--- src/design/gsd_pkg.sv ---
package gsd_pkg;

  localparam int MapDepth  = 256;
  localparam int MapEntryW = 12;

  localparam logic [1:0] CmdCompare = 2'd0;
  localparam logic [1:0] CmdMapWr   = 2'd1;
  localparam logic [1:0] CmdTabWr   = 2'd2;

  localparam logic [7:0]  GapDot   = 8'h2E;
  localparam logic [7:0]  GapDash  = 8'h2D;
  localparam logic [15:0] GapEntry = 16'hFF00;

  typedef struct packed {
    logic [1:0]         command;
    logic [7:0]         first_char;
    logic [7:0]         second_char;
    logic               last_pair;
    logic [4:0]         row_slot;
    logic [4:0]         col_slot;
    logic               row_known;
    logic               col_known;
    logic signed [15:0] entry_value;
  } gsd_in_t;

  typedef struct packed {
    logic [31:0] distance;
    logic [15:0] indel_count;
    logic        unknown_char;
  } gsd_out_t;

  typedef struct packed {
    logic count;
    logic err;
    logic last;
  } gsd_step_t;

  function automatic logic is_gap(input logic [7:0] c);
    return (c == GapDot) || (c == GapDash);
  endfunction

endpackage

--- src/design/gsd_accum.sv ---
module gsd_accum #(
  parameter int SUM_WIDTH = 32
) (
  input  logic                clk_i,
  input  logic                rst_ni,
  input  logic                step_valid_i,
  output logic                step_ready_o,
  input  gsd_pkg::gsd_step_t  step_i,
  input  logic [15:0]         entry_i,
  output logic                out_valid_o,
  input  logic                out_ready_i,
  output gsd_pkg::gsd_out_t   out_data_o
);
  import gsd_pkg::*;

  localparam int AddW = ((SUM_WIDTH > 24) ? SUM_WIDTH : 24) + 1;

  logic [SUM_WIDTH-1:0] sum_q, sum_d;
  logic [15:0]          gaps_q, gaps_d;
  logic                 prev_q, prev_d;
  logic                 err_q, err_d;

  logic                 res_v_q;
  logic [SUM_WIDTH-1:0] res_sum_q;
  logic [15:0]          res_gaps_q;
  logic                 res_err_q;

  logic                 out_v_q;
  gsd_out_t             out_q;

  logic                 out_free, res_free, fire;
  logic                 pos, gapv;
  logic [SUM_WIDTH:0]   sum_ext;
  logic [AddW-1:0]      tot, tot_sat;
  logic [63:0]          tot_wide;
  logic [31:0]          dist_cap;

  assign out_free     = !out_v_q || out_ready_i;
  assign res_free     = !res_v_q || out_free;
  assign step_ready_o = res_free;
  assign fire         = step_valid_i && res_free;

  assign pos  = !entry_i[15] && (entry_i != 16'h0000);
  assign gapv = (entry_i == GapEntry);

  // positive entries stay below 2^15
  assign sum_ext = {1'b0, sum_q} + {{(SUM_WIDTH-14){1'b0}}, entry_i[14:0]};

  always_comb begin
    sum_d  = sum_q;
    gaps_d = gaps_q;
    prev_d = prev_q;
    err_d  = err_q || step_i.err;
    if (step_i.count) begin
      prev_d = gapv;
      if (pos) begin
        sum_d = sum_ext[SUM_WIDTH] ? {SUM_WIDTH{1'b1}} : sum_ext[SUM_WIDTH-1:0];
      end
      if (gapv && !prev_q && (gaps_q != 16'hFFFF)) begin
        gaps_d = gaps_q + 16'd1;
      end
    end
  end

  // indels weigh 1.0 each in q8
  assign tot      = AddW'(res_sum_q) + AddW'({res_gaps_q, 8'h00});
  assign tot_sat  = (tot > AddW'({SUM_WIDTH{1'b1}})) ? AddW'({SUM_WIDTH{1'b1}}) : tot;
  assign tot_wide = 64'(tot_sat);
  assign dist_cap = (tot_wide > 64'hFFFF_FFFF) ? 32'hFFFF_FFFF : tot_wide[31:0];

  always_ff @(posedge clk_i or negedge rst_ni) begin
    if (!rst_ni) begin
      sum_q   <= '0;
      gaps_q  <= '0;
      prev_q  <= 1'b0;
      err_q   <= 1'b0;
      res_v_q <= 1'b0;
      out_v_q <= 1'b0;
    end else begin
      if (fire) begin
        if (step_i.last) begin
          sum_q  <= '0;
          gaps_q <= '0;
          prev_q <= 1'b0;
          err_q  <= 1'b0;
        end else begin
          sum_q  <= sum_d;
          gaps_q <= gaps_d;
          prev_q <= prev_d;
          err_q  <= err_d;
        end
      end
      if (res_free) begin
        res_v_q <= fire && step_i.last;
      end
      if (out_free) begin
        out_v_q <= res_v_q;
      end
    end
  end

  always_ff @(posedge clk_i) begin
    if (fire && step_i.last) begin
      res_sum_q  <= sum_d;
      res_gaps_q <= gaps_d;
      res_err_q  <= err_d;
    end
    if (out_free && res_v_q) begin
      out_q.distance     <= dist_cap;
      out_q.indel_count  <= res_gaps_q;
      out_q.unknown_char <= res_err_q;
    end
  end

  assign out_valid_o = out_v_q;
  assign out_data_o  = out_q;

  a_clear_after_last: assert property (@(posedge clk_i) disable iff (!rst_ni)
    fire && step_i.last |=> (sum_q == '0) && (gaps_q == '0) && !prev_q && !err_q)
    else $error("accumulators not cleared after last beat");

  a_gaps_monotonic: assert property (@(posedge clk_i) disable iff (!rst_ni)
    fire && !step_i.last |=> gaps_q >= $past(gaps_q))
    else $error("indel count decreased within a sequence");

  a_out_hold: assert property (@(posedge clk_i) disable iff (!rst_ni)
    out_v_q && !out_ready_i |=> out_v_q && $stable(out_q))
    else $error("output beat changed while stalled");

endmodule

--- config.mk ---
export PLATFORM = sky130hd
export DESIGN_NAME = gsd_accum
export DESIGN_NICKNAME = d
export VERILOG_FILES = /design/src/design/gsd_pkg.sv /design/src/design/gsd_accum.sv
export SDC_FILE = /design/constraint.sdc
export NUM_CORES = 1
export LEC_CHECK = 0
export ABC_CLOCK_PERIOD_IN_PS = 8100
export BUFFER_PORTS_ARGS = -buffer_cell sky130_fd_sc_hd__clkbuf_2
export CELL_PAD_IN_SITES_DETAIL_PLACEMENT = 0
export CELL_PAD_IN_SITES_GLOBAL_PLACEMENT = 2
export CORE_UTILIZATION = 40
export CTS_CLUSTER_SIZE = 24
export DETAILED_ROUTE_END_ITERATION = 16
export GPL_TIMING_DRIVEN = 1
export PLACE_DENSITY = 0.83
export SETUP_SLACK_MARGIN = 0.02
export SYNTH_ARGS = -nofsm -noshare
export SYNTH_HDL_FRONTEND = slang
export SYNTH_SLANG_ARGS = --single-unit
export TNS_END_PERCENT = 20
--- constraint.sdc ---
create_clock -name clk_i -period 8.1 [get_ports clk_i]
set_input_delay 0.81 -clock clk_i [delete_from_list [all_inputs] [get_ports clk_i]]
set_output_delay 0.81 -clock clk_i [all_outputs]
set_load 0.02 [all_outputs]
==> impl_metrics.env, run 1 <==
export IMPL_num_rows=51
export IMPL_syn_cell_area_sq_um=8118
export IMPL_synth_area_per_cell_sq_um=10.49
export IMPL_holdPathEnd="out_data_o[0]$_DFFE_PP_"
export IMPL_crit_fanout=13
export IMPL_die_h_um=144.5
export IMPL_drt_total_wl_um=18090
export IMPL_start_util=0.4130
export IMPL_drt_iter0_markers=418
export IMPL_vdd_drop_max_mv=0.1187
export IMPL_rsz0062_at_grt="false"
export IMPL_grt_overflow_total=0
export IMPL_place_ws_ns=4.308
export IMPL_synth_nets=831
export IMPL_reg2reg_depth=10
export IMPL_outcome="finished, final reports clean"
export IMPL_layout_common_cells="98 x edfxtp_1, 77 x a21oi_1, 73 x nor2_1, 73 x clkbuf_2, 56 x nand2_1"
export IMPL_hpwl_um=12920
export IMPL_maxSlewHeadroom=0.2438
export IMPL_multiInputGateArea_sq_um=3602
export IMPL_place_inst=1078
export IMPL_worstMarginPinSlew_ns=1.134
export IMPL_syn_inst=774
export IMPL_slew_violations=0
export IMPL_layout_min_cycle_time_ns=3.386
export IMPL_final_layout_size_suffix_gt1_frac=0.1633
export IMPL_yosysTopAreaCellShare=0.3625
export IMPL_die_w_um=144.5
export IMPL_ys_warn_count=0
export IMPL_required_ns=8.36
export IMPL_netlist_cell_type_count=64
export IMPL_r2r_start="res_sum_q[8]$_DFFE_PP_"
export IMPL_p_leak_uw=0.003772
export IMPL_clock_sinks=150
export IMPL_r2r_end="out_data_o[36]$_SDFFCE_PN1P_"
export IMPL_antennaDiodeCount=0
export IMPL_p_per_area_nw_per_um2=217.1
export IMPL_wire_per_inst_um=16.30
export IMPL_grt_util_all_layers=0.1852
export IMPL_insertion_delay_ns=0.42
export IMPL_postCtsSetupBuffers=0
export IMPL_final_net_count=889
export IMPL_ctsLongestPathBuffers=2
export IMPL_worst_slack_ns=4.714
export IMPL_ant_nets=0
export IMPL_design_core_area_sq_um=19650
export IMPL_grt_pass1_vias=5663
export IMPL_path_clk_slew_ns=0.06
export IMPL_worstPathArrival_ns=3.65
export IMPL_timing_fmax_ghz=0.2953
export IMPL_synth_edf_count=98
export IMPL_r2r_slack_ns=4.80
export IMPL_synthArstFlopShare=0.3467
export IMPL_cts_buffers=17
export IMPL_fin_area_sq_um=9258
export IMPL_hp_start="res_err_q$_DFFE_PP_"
export IMPL_syn_to_final_growth_pct=14.04
export IMPL_first_pass_iters=5
export IMPL_cts_tree="done"
export IMPL_post_route_period_util=0.4180
export IMPL_synth_top_area_cell="edfxtp_1"
export IMPL_cts_root_buf="clkbuf_16"
export IMPL_fillCellCount=1854
export IMPL_synthTopCellsByArea="edfxtp_1 36%, dfrtp_1 16%, ha_1 4.9%"
export IMPL_ioPinCount=74
export IMPL_hold_class="flip-flop to flip-flop"
export IMPL_regArea_sq_um=4244
export IMPL_route_vias_total=6003
export IMPL_ys_seq_elements=150
export IMPL_htreeDepth=4
export IMPL_skew_ns=0.01225
export IMPL_grt_pass1_wl_um=29680
export IMPL_gp_congestion=0.8376
export IMPL_cap_violations=0
export IMPL_startpoint_type="input port"
export IMPL_hold_depth=0
export IMPL_vias_per_cell=5.408
export IMPL_remaining_drc_errors=0
export IMPL_die_area_sq_um=20870
export IMPL_yosysSeqAreaShare=0.5228
export IMPL_place_area_sq_um=8690
export IMPL_synth_main_ff_cell="edfxtp_1"
export IMPL_final_common_cell="edfxtp_1"
export IMPL_setup_viol=0
export IMPL_ctsResizeCount=0
export IMPL_io_buffers=73
export IMPL_hold_violations=0
export IMPL_critPathKind="input port to flip-flop"
export IMPL_end_kind="flip-flop"
export IMPL_holdBufCountCts=0
export IMPL_grt_max_degree=53
export IMPL_stdcell_count=1110
export IMPL_antenna_found_initial=0
export IMPL_fin_tns_setup_ns=0
[sequential cells by signal (all words and copies together), names as in the netlist]
signal	cells
sum_q	32
res_sum_q	32
out_valid_o	1
res_err_q	1
res_gaps_q	16
gaps_q	16
out_data_o	49
res_v_q	1
err_q	1
prev_q	1
[worst max-delay path: stages]
cell and delay, ns:
clkbuf_2 0.10, ha_1 0.20, inv_1 0.07, fa_1 0.39, nor2b_1 0.16, o31ai_1 0.14, a21oi_1 0.34, o21ai_2 0.21
nor3b_2 0.78, inv_1 0.21, a31oi_1 0.22
[per-stage QoR]
step | utilization | total power, uW | hold slack, ns
after detailed placement | 0.4421 | 1264 | 0.4134
after CTS | 0.4710 | 2028 | 0.4298
final | 0.4710 | 2010 | 0.4335
after global routing | 0.4710 | 2108 | 0.4540
after floorplan | - | 1170 | 0.4003
after global placement | 0.4421 | 1257 | 0.4091
[layer usage]
metal  routed length [um]  vias up  part of all wire  GRT usage
met5                    0        -                 0          0
li1                     -     2997                 -          -
met1                 9079     2853              0.50     0.2672
met3                  758       11             0.042    0.03642
met2                 8122      142              0.45     0.2847
met4                  133        0            0.0074    0.04377
[Yosys cell counts (15+ instances only)]
master and instances:
nand3_1 20, dfrtp_1 52, xor2_1 16, edfxtp_1 98
and3_1 15, xnor2_1 21, a21oi_1 77, inv_1 25
nand2_1 56, nor2_1 73, o21ai_0 43, a31oi_1 26
ha_1 32, clkbuf_1 28, nand2b_1 17
[where the power goes]
group          switching (uW)  internal [uW]  total (uW)
Clock                     332            430         762
Sequential               35.3            884         919
Combinational             204            125         329
Total                     572           1440        2010
[cell type report]
type                       instances  share of cell area
inverter                          25             0.01014
tap                              265             0.03582
sequential                       150              0.4584
clock inverter                    15             0.01541
clock buffer                      17             0.04595
multi-input combinational        558              0.3891
timing repair buffer              80             0.04514
[kinds of logic after synthesis]
| kind of cell | Yosys count | share of synthesized area |
|---|---|---|
| buf+inv | 66 | 0.03499 |
| fa+ha+maj | 34 | 0.05425 |
| mux | 14 | 0.01742 |
| simple gates | 258 | 0.1668 |
| flops | 150 | 0.5228 |
| xor+xnor | 37 | 0.03992 |
| compound gates | 215 | 0.1638 |
[how the worst max path moves through the flow]
stage / from / end / slack [ns]
after global routing: entry_i[0] / res_sum_q[13]$_DFFE_PP_ / 4.48
after global placement: entry_i[0] / res_sum_q[14]$_DFFE_PP_ / 4.35
after CTS: entry_i[0] / res_sum_q[13]$_DFFE_PP_ / 4.72
final: entry_i[0] / res_sum_q[13]$_DFFE_PP_ / 4.71
after floorplan: out_ready_i / res_err_q$_DFFE_PP_ / 4.44
after detailed placement: entry_i[0] / res_sum_q[13]$_DFFE_PP_ / 4.31
No activity file was read; power rests on OpenSTA's default activity.
==> run 2, diff against run 1 <==
ABC_CLOCK_PERIOD_IN_PS = 2700   (was 8100)
CORE_UTILIZATION = 35   (was 40)
PLACE_DENSITY = 0.78   (was 0.83)
clock period = 2.7 ns   (was 8.1 ns; I/O delays follow)
==> run 2 against run 1 <==
Sequential cell count unchanged. Global-route usage down 0.82 points. Die area up 14%. Via count up 6.0%. Utilization down 1.8 points. Non-clock buffer count up 94. First-iteration DRC count up 0.48%. Count of clock-buffer cells in the layout up 1. Critical path type is now flip-flop to flip-flop. Largest power group unchanged. Highest routed layer unchanged.
==> impl_metrics.env, run 2 (synthesis results as in run 1) <==
export IMPL_outcome="finished, final reports clean"
export IMPL_layout_min_cycle_time_ns=2.652
export IMPL_hpwl_um=14220
export IMPL_route_vias_total=6364
export IMPL_slew_violations=0
export IMPL_skew_ns=0.008494
export IMPL_drt_iter0_markers=420
export IMPL_place_ws_ns=-0.3511
export IMPL_ant_nets=0
export IMPL_final_net_count=984
export IMPL_crit_fanout=3
export IMPL_ioPinCount=74
export IMPL_num_rows=55
export IMPL_ctsLongestPathBuffers=2
export IMPL_grt_busiest_layer="met1"
export IMPL_start_util=0.3575
export IMPL_worstMarginPinSlew_ns=0.6965
export IMPL_layout_common_cells="98 x edfxtp_1, 97 x buf_4, 74 x a21oi_1"
export IMPL_required_ns=2.87
export IMPL_cp_top_family="compound AO/OA/AOI/OAI gates"
export IMPL_slowest_stage="edfxtp_1"
export IMPL_htreeDepth=4
export IMPL_design_core_area_sq_um=22710
export IMPL_clock_sinks=150
export IMPL_timing_fmax_ghz=0.3771
export IMPL_startpoint_type="flip-flop"
export IMPL_cts_buffers=17
export IMPL_worst_slack_ns=0.04815
export IMPL_grt_pass1_wl_um=32910
export IMPL_grt_overflow_total=0
export IMPL_antenna_found_initial=0
export IMPL_cts_root_buf="clkbuf_16"
export IMPL_rsz0062_at_grt="true"
export IMPL_cap_violations=0
export IMPL_grt_util_all_layers=0.1770
export IMPL_cts_tree="done"
export IMPL_p_leak_uw=0.004312
export IMPL_path_clk_slew_ns=0.07
export IMPL_hold_violations=0
export IMPL_grt_max_degree=58
export IMPL_vias_per_cell=5.195
export IMPL_syn_to_final_growth_pct=26.76
export IMPL_die_w_um=154.3
export IMPL_fin_util=0.4531
export IMPL_drt_total_wl_um=20090
export IMPL_critPathKind="flip-flop to flip-flop"
export IMPL_grt_pass1_vias=6057
export IMPL_hold_class="input port to flip-flop"
export IMPL_fillCellCount=2167
export IMPL_io_buffers=73
export IMPL_maxSlewHeadroom=0.5345
export IMPL_end_kind="flip-flop"
export IMPL_die_h_um=154.3
export IMPL_final_common_cell="edfxtp_1"
export IMPL_largest_reg_flops=49
export IMPL_cp_slowest_stage_delay_ns=0.43
export IMPL_total_power_uw=6562
export IMPL_gp_congestion=0.8116
export IMPL_gr_usage_met2=0.2628
export IMPL_final_layout_size_suffix_gt1_frac=0.2766
export IMPL_crit_chain="ha_1, and4_1, and2_1, a221oi_4, o21ai_1, o31a_1, nand4_1, mux2_2"
export IMPL_setup_viol=0
export IMPL_met1_usage=0.2652
export IMPL_insertion_delay_ns=0.42
export IMPL_grt_util_met3=0.02802
export IMPL_antennaDiodeCount=0
export IMPL_stdcell_count=1225
export IMPL_wire_per_inst_um=16.40
export IMPL_path_buf_inv=0
export IMPL_worstPathArrival_ns=2.82
export IMPL_place_inst=1180
export IMPL_vdd_drop_max_mv=0.2765
export IMPL_fin_tns_setup_ns=0
export IMPL_remaining_drc_errors=0
export IMPL_p_per_area_nw_per_um2=637.7
export IMPL_post_route_period_util=0.9822
export IMPL_first_pass_iters=5
export IMPL_die_area_sq_um=23810
==> run 2: repair_timing <==
action                                  4_1_cts  5_1_grt
setup buffers                                 5        6
resized for setup                            13       33
hold buffers                                  1        0
endpoints found under the setup margin       48       55
endpoints found under the hold margin         6        0
gates cloned                                  0        1
pin swaps                                     5        9
==> run 2: final cells by class <==
| cell class | count | area (sq um) | share of cell area |
|---|---|---|---|
| Clock inverter | 14 | 195.2 | 0.01897 |
| Tap cell | 285 | 356.6 | 0.03465 |
| Multi-Input combinational cell | 559 | 3821 | 0.3714 |
| Sequential cell | 150 | 4244 | 0.4125 |
| Inverter | 25 | 93.84 | 0.009120 |
| Clock buffer | 18 | 429.2 | 0.04171 |
| Timing Repair Buffer | 174 | 1150 | 0.1117 |
==> run 2: path summary, 6_finish.rpt <==
kind / start / end / slack [ns] / cells past startpoint
max reg2reg: res_gaps_q[9]$_DFFE_PP_ / out_data_o[46]$_SDFFCE_PN1P_ / 0.05 / 8
min reg2reg: res_err_q$_DFFE_PP_ / out_data_o[0]$_DFFE_PP_ / 0.42 / 0
min in group asynchronous: rst_ni / prev_q$_DFFE_PN0P_ / 0.23 / 2
max in group asynchronous: rst_ni / sum_q[30]$_DFFE_PN0P_ / 1.77 / 3
min: step_i[1] / err_q$_DFFE_PN0P_ / 0.11 / 3
max: res_gaps_q[9]$_DFFE_PP_ / out_data_o[46]$_SDFFCE_PN1P_ / 0.05 / 8
==> run 2: report_power, final <==
part / total [uW] / switching [uW] / internal, uW
Clock: 2540 / 985 / 1560
Sequential: 2750 / 105 / 2650
Combinational: 1260 / 707 / 557
==> run 2: metrics by stage <==
step	hold WS, ns	area [sq um]
after floorplan	-0.02559	8119
after global placement	0.1330	9343
after detailed placement	0.1382	9343
after CTS	0.09565	10090
after global routing	0.1239	10290
final	0.1089	10290
==> run 2: metal layers <==
layer  vias to the layer above  wire, um
met3                        17       638
met5                         -         0
li1                       3182         -
met4                         0       213
met1                      3044     10420
met2                       121      8814
==> run 2: worst reg2reg max path: stages, from the launching register on <==
cell	delay (ns)
edfxtp_1	0.43
ha_1	0.31
and4_1	0.21
and2_1	0.23
a221oi_4	0.34
o21ai_1	0.16
o31a_1	0.28
nand4_1	0.10
mux2_2	0.34
==> run 3, diff against run 2 <==
BUFFER_PORTS_ARGS = -buffer_cell sky130_fd_sc_hd__buf_4   (was -buffer_cell sky130_fd_sc_hd__clkbuf_2)
GPL_TIMING_DRIVEN = 0   (was 1)
==> run 3 against run 2 <==
Critical path depth is the same. Sequential share of layout area grew 0.088 points. Clock power down 4%. Setup slack better by 0.011 ns. Wire length grew 3.8%. Cell area decreased by 0.18%. Non-clock buffer count shrank 39. Total power is 1.0% lower. Global-route usage grew 0.49 points. Fmax grew 0.42%. Final cell count shrank 3.2%.
==> impl_metrics.env, run 3 (synthesis results as in run 1) <==
export IMPL_cts_tree="done"
export IMPL_grt_pass1_wl_um=33220
export IMPL_fin_area_sq_um=10270
export IMPL_r2r_end="out_data_o[36]$_SDFFCE_PN1P_"
export IMPL_vias_per_cell=5.295
export IMPL_fillCellCount=2166
export IMPL_grt_pass1_vias=5859
export IMPL_cp_slowest_stage_delay_ns=0.44
export IMPL_rsz0062_at_grt="true"
export IMPL_place_area_sq_um=9045
export IMPL_required_ns=2.87
export IMPL_grt_util_all_layers=0.1819
export IMPL_power_frac_seq=0.424
export IMPL_p_per_area_nw_per_um2=632.4
export IMPL_hold_class="input port to flip-flop"
export IMPL_worstPathArrival_ns=2.82
export IMPL_p_leak_uw=0.004113
export IMPL_clkPwrFrac=0.374
export IMPL_p_switching_uw=1912
export IMPL_die_area_sq_um=23810
export IMPL_io_buffers=73
export IMPL_remaining_drc_errors=0
export IMPL_switching_share=0.2943
export IMPL_ctsLongestPathBuffers=2
export IMPL_insertion_delay_ns=0.43
export IMPL_path_clk_slew_ns=0.06
export IMPL_drt_total_wl_um=20860
export IMPL_holdWs_ns=0.08778
export IMPL_post_route_period_util=0.9781
export IMPL_antenna_found_initial=1
export IMPL_layout_common_cells="99 x buf_4, 98 x edfxtp_1, 71 x nor2_1, 71 x a21oi_1, 54 x nand2_1"
export IMPL_htreeDepth=4
export IMPL_grt_overflow_total=0
export IMPL_route_vias_total=6280
export IMPL_skew_ns=0.009650
export IMPL_die_w_um=154.3
export IMPL_cap_violations=0
export IMPL_grt_max_degree=59
export IMPL_startpoint_type="flip-flop"
export IMPL_end_kind="flip-flop"
export IMPL_cts_root_buf="clkbuf_16"
export IMPL_outcome="finished, final reports clean"
export IMPL_critPathKind="flip-flop to flip-flop"
export IMPL_critPathLaunch="res_gaps_q[2]$_DFFE_PP_"
export IMPL_layout_min_cycle_time_ns=2.641
export IMPL_regArea_sq_um=4245
export IMPL_hpwl_um=14770
export IMPL_crit_chain="ha_1, nor2b_2, o31a_1, o2111ai_2, a21oi_2, o21bai_4, buf_4, or3b_2"
export IMPL_die_h_um=154.3
export IMPL_vdd_drop_max_mv=0.3880
export IMPL_design_core_area_sq_um=22710
export IMPL_place_inst=1133
export IMPL_hold_violations=0
export IMPL_r2r_slack_ns=0.06
export IMPL_cts_buffers=17
export IMPL_first_pass_iters=5
export IMPL_num_rows=55
export IMPL_ant_nets=0
export IMPL_cp_endpoint="out_data_o[36]$_SDFFCE_PN1P_"
export IMPL_p_int_uw=4583
export IMPL_syn_to_final_growth_pct=26.53
export IMPL_final_net_count=945
export IMPL_slew_violations=0
export IMPL_start_util=0.3575
export IMPL_gp_congestion=0.7931
export IMPL_final_common_cell="buf_4"
export IMPL_comb_power_share=0.202
export IMPL_wire_per_inst_um=17.59
export IMPL_stdcell_count=1186
export IMPL_drt_iter0_markers=420
export IMPL_timing_fmax_ghz=0.3787
export IMPL_setup_viol=0
export IMPL_final_layout_size_suffix_gt1_frac=0.2420
export IMPL_slowest_stage="or3b_2"
export IMPL_ioPinCount=74
export IMPL_multiInputGateArea_sq_um=4033
export IMPL_crit_fanout=4
export IMPL_clock_sinks=150
export IMPL_reg2reg_depth=8
export IMPL_maxSlewHeadroom=0.4577
export IMPL_antennaDiodeCount=0
export IMPL_r2r_start="res_gaps_q[2]$_DFFE_PP_"
export IMPL_worstMarginPinSlew_ns=0.8028
export IMPL_largest_reg_flops=49
-- run 3: what timing repair did --
item,4_1_cts,5_1_grt
cloned,1,0
pin swaps,16,13
setup buffers,16,5
resized for setup,53,38
hold endpoints to repair,52,0
hold buffers,1,0
endpoints found under the setup margin,145,57
-- run 3: routing by layer --
metal,up-vias,share of wire,global-route usage
li1,3118,-,-
met1,2968,0.50,0.2704
met2,164,0.44,0.2675
met3,28,0.043,0.03138
met4,2,0.018,0.05799
met5,-,0.00048,0
-- run 3: how the worst min path moves through the flow --
stage                    from                    to  slack (ns)  cells past startpoint
floorplan              rst_ni     err_q$_DFFE_PN0P_       -0.03                      0
global placement       rst_ni    prev_q$_DFFE_PN0P_        0.40                      1
detailed placement     rst_ni  sum_q[6]$_DFFE_PN0P_        0.39                      1
CTS                 step_i[1]     err_q$_DFFE_PN0P_        0.08                      3
global route        step_i[1]     err_q$_DFFE_PN0P_        0.10                      3
finish              step_i[1]     err_q$_DFFE_PN0P_        0.09                      3
-- run 3: final cells by class --
type / instances / area share
sequential: 150 / 0.4133
multi-input combinational: 559 / 0.3926
timing repair buffer: 96 / 0.07175
clock buffer: 17 / 0.04142
tap: 285 / 0.03472
buffer: 39 / 0.02083
clock inverter: 15 / 0.01620
inverter: 25 / 0.009136
-- run 3: critical path: cells and delay by family (launching register included) --
kind / cells / cell delay [ns]
buf+inv: 1 / 0.13
compound gates: 4 / 0.88
fa+ha+maj: 1 / 0.34
flops: 1 / 0.42
simple gates: 2 / 0.62
-- run 3: per-stage QoR --
| step | power [uW] | worst slack (ns) | setup TNS (ns) | util |
|---|---|---|---|---|
| CTS | 6426 | -0.05378 | -0.05378 | 0.4408 |
| finish | 6495 | 0.05926 | 0 | 0.4523 |
| detailed placement | 3869 | -0.8264 | -68.50 | 0.3983 |
| global placement | 3866 | -0.8431 | -72.23 | 0.3974 |
| floorplan | 3508 | 0.05716 | 0 | - |
| global route | 6772 | -0.06033 | -0.1710 | 0.4523 |
-- run 3: power by group through the flow --
stage          combinational [uW]  sequential (uW)  clock [uW]
2_1_floorplan                 676             2830           0
3_3_place_gp                 1070             2790           0
3_5_place_dp                 1080             2790           0
4_1_cts                      1210             2740        2470
5_1_grt                      1440             2770        2560
6_report                     1310             2750        2430
